$ cat src/rtl/core/derenc_pkg.sv
package derenc_pkg;

   localparam int unsigned FrameBytes = 10;
   localparam int unsigned CountWidth = 4;

   localparam logic [2:0] OP_INTEGER    = 3'd0;
   localparam logic [2:0] OP_BOOLEAN    = 3'd1;
   localparam logic [2:0] OP_BIT_STRING = 3'd2;
   localparam logic [2:0] OP_NULL       = 3'd3;
   localparam logic [2:0] OP_HEADER     = 3'd4;

   localparam logic [7:0] TAG_BOOLEAN    = 8'h01;
   localparam logic [7:0] TAG_INTEGER    = 8'h02;
   localparam logic [7:0] TAG_BIT_STRING = 8'h03;
   localparam logic [7:0] TAG_NULL       = 8'h05;
   localparam logic [7:0] TAG_LIMIT      = 8'h1F;
   localparam logic [7:0] LONG_FORM      = 8'h80;

   typedef struct packed {
      logic [2:0]  operation;
      logic [63:0] value;
      logic [1:0]  tag_class;
      logic        constructed;
      logic [7:0]  tag_number;
      logic [30:0] content_length;
   } req_type;

   typedef struct packed {
      logic [FrameBytes-1:0][7:0] data;
      logic [CountWidth-1:0]      count;
      logic                       error;
   } frame_type;

endpackage

$ cat src/rtl/core/derenc_encode.sv
module derenc_encode (
   input  derenc_pkg::req_type   req,
   output derenc_pkg::frame_type frame
);
   import derenc_pkg::*;

   function automatic logic [7:0] bit_reverse(input logic [7:0] v);
      logic [7:0] r;
      for (int i = 0; i < 8; i++) begin
         r[i] = v[7-i];
      end
      return r;
   endfunction

   logic [6:0]  redundant;
   logic [2:0]  start;
   logic        found;
   logic [63:0] int_shifted;
   logic [31:0] flags;
   logic [2:0]  flag_bytes;
   logic [7:0]  top_byte;
   logic [2:0]  top_pos;
   logic [2:0]  len_bytes;
   logic [31:0] len_shifted;

   // leading bytes that only repeat the sign of the next byte
   always_comb begin
      for (int i = 0; i < 7; i++) begin
         redundant[i] = (req.value[63-8*i -: 8] == 8'h00 && !req.value[55-8*i]) ||
                        (req.value[63-8*i -: 8] == 8'hFF &&  req.value[55-8*i]);
      end
      start = 3'd0;
      found = 1'b0;
      for (int i = 0; i < 7; i++) begin
         if (!found && redundant[i]) begin
            start = 3'(i + 1);
         end else begin
            found = 1'b1;
         end
      end
   end

   assign int_shifted = req.value << {start, 3'b000};
   assign flags       = req.value[31:0];

   always_comb begin
      if (flags[31:24] != 8'h00) begin
         flag_bytes = 3'd4;
         top_byte   = flags[31:24];
      end else if (flags[23:16] != 8'h00) begin
         flag_bytes = 3'd3;
         top_byte   = flags[23:16];
      end else if (flags[15:8] != 8'h00) begin
         flag_bytes = 3'd2;
         top_byte   = flags[15:8];
      end else begin
         flag_bytes = 3'd1;
         top_byte   = flags[7:0];
      end
      top_pos = 3'd0;
      for (int j = 1; j < 8; j++) begin
         if (top_byte[j]) begin
            top_pos = 3'(j);
         end
      end
   end

   always_comb begin
      if (req.content_length[30:24] != 7'd0) begin
         len_bytes = 3'd4;
      end else if (req.content_length[23:16] != 8'd0) begin
         len_bytes = 3'd3;
      end else if (req.content_length[15:8] != 8'd0) begin
         len_bytes = 3'd2;
      end else begin
         len_bytes = 3'd1;
      end
   end

   // long form length bytes moved to the top of the word, big-endian
   assign len_shifted = {1'b0, req.content_length} << {3'd4 - len_bytes, 3'b000};

   always_comb begin
      frame.data  = '0;
      frame.count = '0;
      frame.error = 1'b0;
      case (req.operation)
         OP_INTEGER: begin
            frame.data[0] = TAG_INTEGER;
            frame.data[1] = 8'd8 - {5'd0, start};
            for (int k = 0; k < 8; k++) begin
               frame.data[2+k] = int_shifted[63-8*k -: 8];
            end
            frame.count = CountWidth'(FrameBytes) - {1'b0, start};
         end
         OP_BOOLEAN: begin
            frame.data[0] = TAG_BOOLEAN;
            frame.data[1] = 8'h01;
            frame.data[2] = (req.value != 64'd0) ? 8'hFF : 8'h00;
            frame.count   = CountWidth'(3);
         end
         OP_BIT_STRING: begin
            frame.data[0] = TAG_BIT_STRING;
            if (flags == 32'd0) begin
               frame.data[1] = 8'h01;
               frame.data[2] = 8'h00;
               frame.count   = CountWidth'(3);
            end else begin
               frame.data[1] = {5'd0, flag_bytes} + 8'd1;
               frame.data[2] = {5'd0, 3'd7 - top_pos};
               for (int i = 0; i < 4; i++) begin
                  frame.data[3+i] = bit_reverse(flags[8*i +: 8]);
               end
               frame.count = CountWidth'(3) + {1'b0, flag_bytes};
            end
         end
         OP_NULL: begin
            frame.data[0] = TAG_NULL;
            frame.data[1] = 8'h00;
            frame.count   = CountWidth'(2);
         end
         OP_HEADER: begin
            if (req.tag_number >= TAG_LIMIT) begin
               frame.error = 1'b1;
               frame.count = CountWidth'(1);
            end else begin
               frame.data[0] = {req.tag_class, req.constructed, req.tag_number[4:0]};
               if (req.content_length[30:7] == 24'd0) begin
                  frame.data[1] = {1'b0, req.content_length[6:0]};
                  frame.count   = CountWidth'(2);
               end else begin
                  frame.data[1] = LONG_FORM | {5'd0, len_bytes};
                  for (int k = 0; k < 4; k++) begin
                     frame.data[2+k] = len_shifted[31-8*k -: 8];
                  end
                  frame.count = CountWidth'(2) + {1'b0, len_bytes};
               end
            end
         end
         default: begin
            frame.count = '0;
         end
      endcase
   end

endmodule

$ cat src/rtl/core/derenc_serializer.sv
module derenc_serializer (
   input  logic                  clock,
   input  logic                  reset,
   input  logic                  load_valid,
   input  derenc_pkg::frame_type load_frame,
   output logic                  load_ready,
   output logic                  rsp_tvalid,
   input  logic                  rsp_tready,
   output logic [7:0]            rsp_tdata,
   output logic                  rsp_tlast,
   output logic                  rsp_tuser
);
   import derenc_pkg::*;

   logic [FrameBytes-1:0][7:0] data_ff, data_in;
   logic [CountWidth-1:0]      remain_ff, remain_in;
   logic                       error_ff, error_in;
   logic                       busy_ff, busy_in;
   logic                       transfer;
   logic                       load;

   assign transfer   = busy_ff && rsp_tready;
   assign load_ready = !busy_ff || (transfer && rsp_tlast);
   // empty frames (unknown operations) are dropped without a slot
   assign load       = load_valid && load_ready && (load_frame.count != '0);

   always_comb begin
      data_in   = data_ff;
      remain_in = remain_ff;
      error_in  = error_ff;
      busy_in   = busy_ff;
      if (load) begin
         data_in   = load_frame.data;
         remain_in = load_frame.count;
         error_in  = load_frame.error;
         busy_in   = 1'b1;
      end else if (transfer) begin
         data_in   = {8'h00, data_ff[FrameBytes-1:1]};
         remain_in = remain_ff - CountWidth'(1);
         busy_in   = !rsp_tlast;
      end
   end

   always_ff @(posedge clock) begin
      if (reset) begin
         busy_ff   <= 1'b0;
         remain_ff <= '0;
      end else begin
         busy_ff   <= busy_in;
         remain_ff <= remain_in;
      end
      data_ff  <= data_in;
      error_ff <= error_in;
   end

   assign rsp_tvalid = busy_ff;
   assign rsp_tdata  = data_ff[0];
   assign rsp_tlast  = (remain_ff == CountWidth'(1));
   assign rsp_tuser  = error_ff;

endmodule

$ cat src/rtl/core/der_element_encoder.sv
// channel   dir  tdata                                         tlast      tuser
// req_      in   [63:0] value, [65:64] tag_class,              -          [2:0] operation
//                [66] constructed, [74:67] tag_number,
//                [105:75] content_length, [111:106] zero
// rsp_      out  [7:0] out_byte                                last byte  [0] error
//
// one encoded byte leaves per cycle while rsp_tready is high; an item's encoding
// has 1 to 10 bytes, and the output shifter sets the rate
// a request passes the request register and then the output shifter before its first byte can transfer
// reset clears the valid flags of the request register and the output shifter
// while rsp_tready is low one more request waits in the request register

module der_element_encoder (
   input  logic          clock,
   input  logic          reset,
   input  logic          req_tvalid,
   output logic          req_tready,
   input  logic [111:0]  req_tdata,  // value, tag_class, constructed, tag_number, content_length
   input  logic [2:0]    req_tuser,  // operation
   output logic          rsp_tvalid,
   input  logic          rsp_tready,
   output logic [7:0]    rsp_tdata,  // out_byte
   output logic          rsp_tlast,
   output logic          rsp_tuser   // error
);
   import derenc_pkg::*;

   req_type   req_ff, req_in;
   logic      req_valid_ff, req_valid_in;
   frame_type frame;
   logic      frame_ready;

   assign req_tready = !req_valid_ff || frame_ready;

   always_comb begin
      req_in       = req_ff;
      req_valid_in = req_valid_ff;
      if (req_tready) begin
         req_valid_in          = req_tvalid;
         req_in.operation      = req_tuser;
         req_in.value          = req_tdata[63:0];
         req_in.tag_class      = req_tdata[65:64];
         req_in.constructed    = req_tdata[66];
         req_in.tag_number     = req_tdata[74:67];
         req_in.content_length = req_tdata[105:75];
      end
   end

   always_ff @(posedge clock) begin
      if (reset) begin
         req_valid_ff <= 1'b0;
      end else begin
         req_valid_ff <= req_valid_in;
      end
      req_ff <= req_in;
   end

   derenc_encode u_encode (
      .req   (req_ff),
      .frame (frame)
   );

   derenc_serializer u_serializer (
      .clock      (clock),
      .reset      (reset),
      .load_valid (req_valid_ff),
      .load_frame (frame),
      .load_ready (frame_ready),
      .rsp_tvalid (rsp_tvalid),
      .rsp_tready (rsp_tready),
      .rsp_tdata  (rsp_tdata),
      .rsp_tlast  (rsp_tlast),
      .rsp_tuser  (rsp_tuser)
   );

   // an error result is a single zero byte
   assert property (@(posedge clock) disable iff (reset)
      (rsp_tvalid && rsp_tuser) |-> (rsp_tlast && rsp_tdata == 8'h00))
      else $error("error result not a lone zero byte");

   // a run of bytes continues until its last byte is taken
   assert property (@(posedge clock) disable iff (reset)
      (rsp_tvalid && rsp_tready && !rsp_tlast) |=> rsp_tvalid)
      else $error("byte run broken before last");

   // no output right after reset
   assert property (@(posedge clock)
      $past(reset) |-> !rsp_tvalid)
      else $error("output valid after reset");

   // a request waiting in the register while output is stalled is not replaced
   assert property (@(posedge clock) disable iff (reset)
      (req_valid_ff && !frame_ready) |-> !req_tready)
      else $error("request register overwritten");

endmodule
$ cat config.mk
export PLATFORM = sky130hd
export DESIGN_NAME = der_element_encoder
export DESIGN_NICKNAME = d
export VERILOG_FILES = /design/src/rtl/core/derenc_pkg.sv /design/src/rtl/core/derenc_encode.sv /design/src/rtl/core/derenc_serializer.sv /design/src/rtl/core/der_element_encoder.sv
export SDC_FILE = /design/constraint.sdc
export NUM_CORES = 1
export LEC_CHECK = 0
export ABC_AREA = 1
export BUFFER_PORTS_ARGS = -buffer_cell sky130_fd_sc_hd__buf_4
export CORE_MARGIN = 2
export CORE_UTILIZATION = 23
export DETAILED_ROUTE_END_ITERATION = 10
export PLACE_DENSITY = 0.38
export SYNTH_ARGS = -nofsm -noshare
export SYNTH_HDL_FRONTEND = slang
export SYNTH_SLANG_ARGS = --single-unit
$ cat constraint.sdc
create_clock -name clock -period 10.4 [get_ports clock]
set_clock_uncertainty 0.05 [all_clocks]
set_input_delay 0.52 -clock clock [delete_from_list [all_inputs] [get_ports clock]]
set_output_delay 0.52 -clock clock [all_outputs]
set_load 0.05 [all_outputs]
==> summary by stage <==
Pwr
The reported leakage power is 5.88 nW. The largest vdd supply drop is 0.0720 mV. The post-route total power is 1.96 mW. The power density over cell area is 146 nW/um2.

Worst setup path
At the worst endpoint, the arrival time is 6.89 ns. The biggest fanout along the worst timing path is 74. In this run the register-to-register setup slack is 3.70 ns. The cell family contributing the most delay on the critical path is simple AND/OR/NAND/NOR gates. The buffer and inverter count on the worst path is 5. The startpoint kind of the worst setup timing path is a flip-flop. The kind of capture point of the worst setup path is a flip-flop. The longest individual stage delay on the worst path is 0.85 ns. The signal on the critical path passes through nor2_1 > nand2_1 > nor2_1 > nand2_1 > nand2_2 > nand2_4 > nor2_8 > nand4_2 > buf_4 > nand2_2 > buf_4 > inv_2 > ha_1 > inv_1 > nand2_1 > nand3_1 > nand4_2 > o21ai_4 > buf_4 > o21ai_0. The critical path class is reg -> reg. On the critical path, the stage with the largest delay is an instance of sky130_fd_sc_hd__o21ai_4. The required arrival time at the worst endpoint is 10.58 ns.

STA
The fmax is ~150 MHz. The hold violation total from the final report is 0. Setup repair after global routing left no endpoint under its margin. The final critical path time including I/O delays and setup is approximately 6.7 ns. The count of endpoints failing setup in the final report is 0. Headroom to the max-slew limit came out at 28.9%. The actual transition at the worst max-transition pin is approximately 1.1 ns. The post-route setup TNS is 0 ns. The smallest setup slack after layout is roughly 3.7 ns. The final count of pins violating max slew is 0. The portion of the clock cycle consumed by the worst path in the final layout is between 60% and 70%.

CTS
The post-cts gate resize count is 0. The clock tree synthesis step divided the H-tree into 4 levels. No sink is reached through more buffers than the 2 on the longest clock path. The tree is rooted in a sky130_fd_sc_hd__clkbuf_16.

The clock tree from TritonCTS is done. The tree built by TritonCTS fans out to 196 sinks. The number of hold buffers added after CTS was 0. The number of setup buffers added after CTS is 0.

Clock-pin slew was measured on the worst setup and hold paths at 0.08 ns. The source-to-sink clock delay at the later pin of the worst-skew pair is 0.50 ns. In this run, CTS created clock tree buffers numbering 17.

Die
The width of the die is approximately 230 um. The floorplan step set the die height to roughly 230 um. The number of top-level pins is 131. The die area is between 50,000 and 60,000 um2. The placement row count is around 80.

The core region area is 48,800 um2. For this configuration, the core starts out at a cell density of 23.3%.

Synthesis
After synthesis, the cell types taking the most area are sky130_fd_sc_hd__edfxtp_1 (50%), sky130_fd_sc_hd__nand2_1 (18%), sky130_fd_sc_hd__nand3_1 (6.6%). By count the netlist is led by sky130_fd_sc_hd__nand2_1 (542), sky130_fd_sc_hd__edfxtp_1 (190), sky130_fd_sc_hd__nor2_1 (156). The sequential element share of the synthesized area is approximately half. The library cell occupying the most area in the post-synthesis netlist is sky130_fd_sc_hd__edfxtp_1.

In this run, distinct cell masters in the synthesized netlist total 39. The net count after synthesis is 1,567. For this run, the number of Yosys warnings is 0. The gate count after technology mapping is approximately 1,400. Counting flops and latches in the post-synthesis netlist gives 196. Of all flip-flops after synthesis, the portion carrying an async set or reset was 0%. The number of flops mapped to enable cells by yosys is between 150 and 200. The main flop type after synthesis is sky130_fd_sc_hd__edfxtp_1. Yosys instantiated no cell more often than sky130_fd_sc_hd__nand2_1.

Summed over its instances, the top area cell type makes up 50.1% of the synthesized netlist area. The area of the mapped netlist is 11,400 um2. The mean cell area of the mapped netlist is 7.90 um2.

Detailed routing
The total iterations of the first detailed-routing run is 5. The count of unresolved DRC violations after routing is 0. The number of vias after detailed routing is between 10,000 and 15,000. The routed design has 43,100 um of wire. The detailed router finished its first iteration with 943 violations.

The remaining antenna violation count is 0. The average vias per placed instance is about 4.6. Dividing the detail-routed wire length by the instance count gives 19.6 um.

Place
Timing analysis after detailed placement gives a worst setup slack of 3.66 ns. The congestion estimate from routability-driven global placement came to 0.936. The placed wire-length estimate is 32,100 um. After detailed placement, the total cell area comes to 12,800 um2. Buffers placed on the I/O ports in this run total 124.

Global route
The global-route layer with the greatest usage is met2. The number of global-route vias before repair is slightly below 10,000. The number of antenna violations at the first check in global routing is 0. For this run, global-route usage on met1 was measured as 24.2%. The first-pass GRT wire length is 63,000 um. Global routing consumed, on the met2 layer, 25.3% of the routing resources. The total global-route track usage is 17.1%. The pin count of the biggest net entering global routing is 75. The met3 usage in global routing is 3.21%. Summed over all layers, the global routing overflow is 0.

Job
Max-cap violations in this run came to 0.

Final layout
The total inserted antenna cells is 0. The finished cells cover 13,400 um2. In the final design database the tool counted 1,651 nets. In the final layout, the share of cells above drive strength 1 is 12.7%. From synthesis to final layout, the design area changed by 18.2%.

Outcome
The flow ran to the end, and the final reports show no timing, DRC or antenna violations.

Min path
The class of the tightest hold or removal check is in -> reg.
-- cell type report --
type,instances,area (um2)
clock buffer,17,425
clock inverter,15,183
fill,5449,35400
inverter,116,435
multi-input combinational,1058,4720
sequential,196,5830
tap,664,831
timing repair buffer,136,1020
-- kinds of logic after synthesis --
logic type | count (synthesis) | share of synthesized area [%]
xor+xnor | 7 | 0.539
compound gates | 154 | 7.59
fa+ha+maj | 7 | 0.770
buf+inv | 187 | 7.44
simple gates | 890 | 32.5
flops | 196 | 51.2
-- metal layers --
metal	vias to the layer above	share of wire [%]
met5	-	0
met4	0	3.4
met2	308	44
met1	4797	48
li1	4934	-
met3	60	4.8
-- state kept, by name (all words and copies together), names as in the netlist --
name / flops
u_serializer.remain_ff: 4
u_serializer.rsp_tdata: 8
u_serializer.rsp_tvalid: 1
u_serializer.rsp_tuser: 1
req_valid_ff: 1
req_ff: 109
u_serializer.data_ff: 72
-- through the flow --
| stage | hold WS [ns] | util (%) | instances |
|---|---|---|---|
| after floorplan | 0.397 | - | 1441 |
| after global placement | 0.449 | 26.3 | 2170 |
| after detailed placement | 0.449 | 26.3 | 2170 |
| after CTS | 0.0780 | 27.5 | 2202 |
| after global routing | 0.0934 | 27.5 | 2202 |
| final | 0.131 | 27.5 | 2202 |
-- placed cells by master (no fill, tap or decap), types with 2 or more instances in the layout --
master / count
sky130_fd_sc_hd__a22oi_1: 14
sky130_fd_sc_hd__inv_2: 6
sky130_fd_sc_hd__nand4_1: 21
sky130_fd_sc_hd__inv_8: 4
sky130_fd_sc_hd__nand2_2: 10
sky130_fd_sc_hd__a31oi_1: 4
sky130_fd_sc_hd__nor2_1: 156
sky130_fd_sc_hd__nand4_2: 2
sky130_fd_sc_hd__clkinv_1: 3
sky130_fd_sc_hd__buf_4: 136
sky130_fd_sc_hd__edfxtp_1: 190
sky130_fd_sc_hd__dfxtp_1: 6
sky130_fd_sc_hd__o31ai_1: 4
sky130_fd_sc_hd__nand2_4: 2
sky130_fd_sc_hd__nor2_4: 2
sky130_fd_sc_hd__clkbuf_16: 17
sky130_fd_sc_hd__a21oi_1: 42
sky130_fd_sc_hd__nand2_1: 540
sky130_fd_sc_hd__nor2_2: 3
sky130_fd_sc_hd__ha_1: 7
sky130_fd_sc_hd__inv_1: 108
sky130_fd_sc_hd__a211oi_1: 5
sky130_fd_sc_hd__o2111ai_1: 2
sky130_fd_sc_hd__inv_6: 2
sky130_fd_sc_hd__o22ai_1: 9
sky130_fd_sc_hd__nand3_1: 149
sky130_fd_sc_hd__xor2_1: 6
sky130_fd_sc_hd__o21ai_1: 23
sky130_fd_sc_hd__clkinv_8: 3
sky130_fd_sc_hd__nor2_8: 2
sky130_fd_sc_hd__o21ai_0: 47
-- power by group --
group | switching (mW) | total (mW) | internal (mW)
Clock | 0.354 | 0.699 | 0.345
Combinational | 0.179 | 0.267 | 0.0885
Sequential | 0.0507 | 0.997 | 0.947
-- final timing paths --
check                           cells after the start         start                  endpoint
worst min register to register                      2  req_valid_ff   u_serializer.rsp_tvalid
worst max-delay path                               20   req_ff[105]  u_serializer.data_ff[62]
worst min-delay path                                2         reset   u_serializer.rsp_tvalid
worst max register to register                     20   req_ff[105]  u_serializer.data_ff[62]
Power figures use the tool's default switching activity.
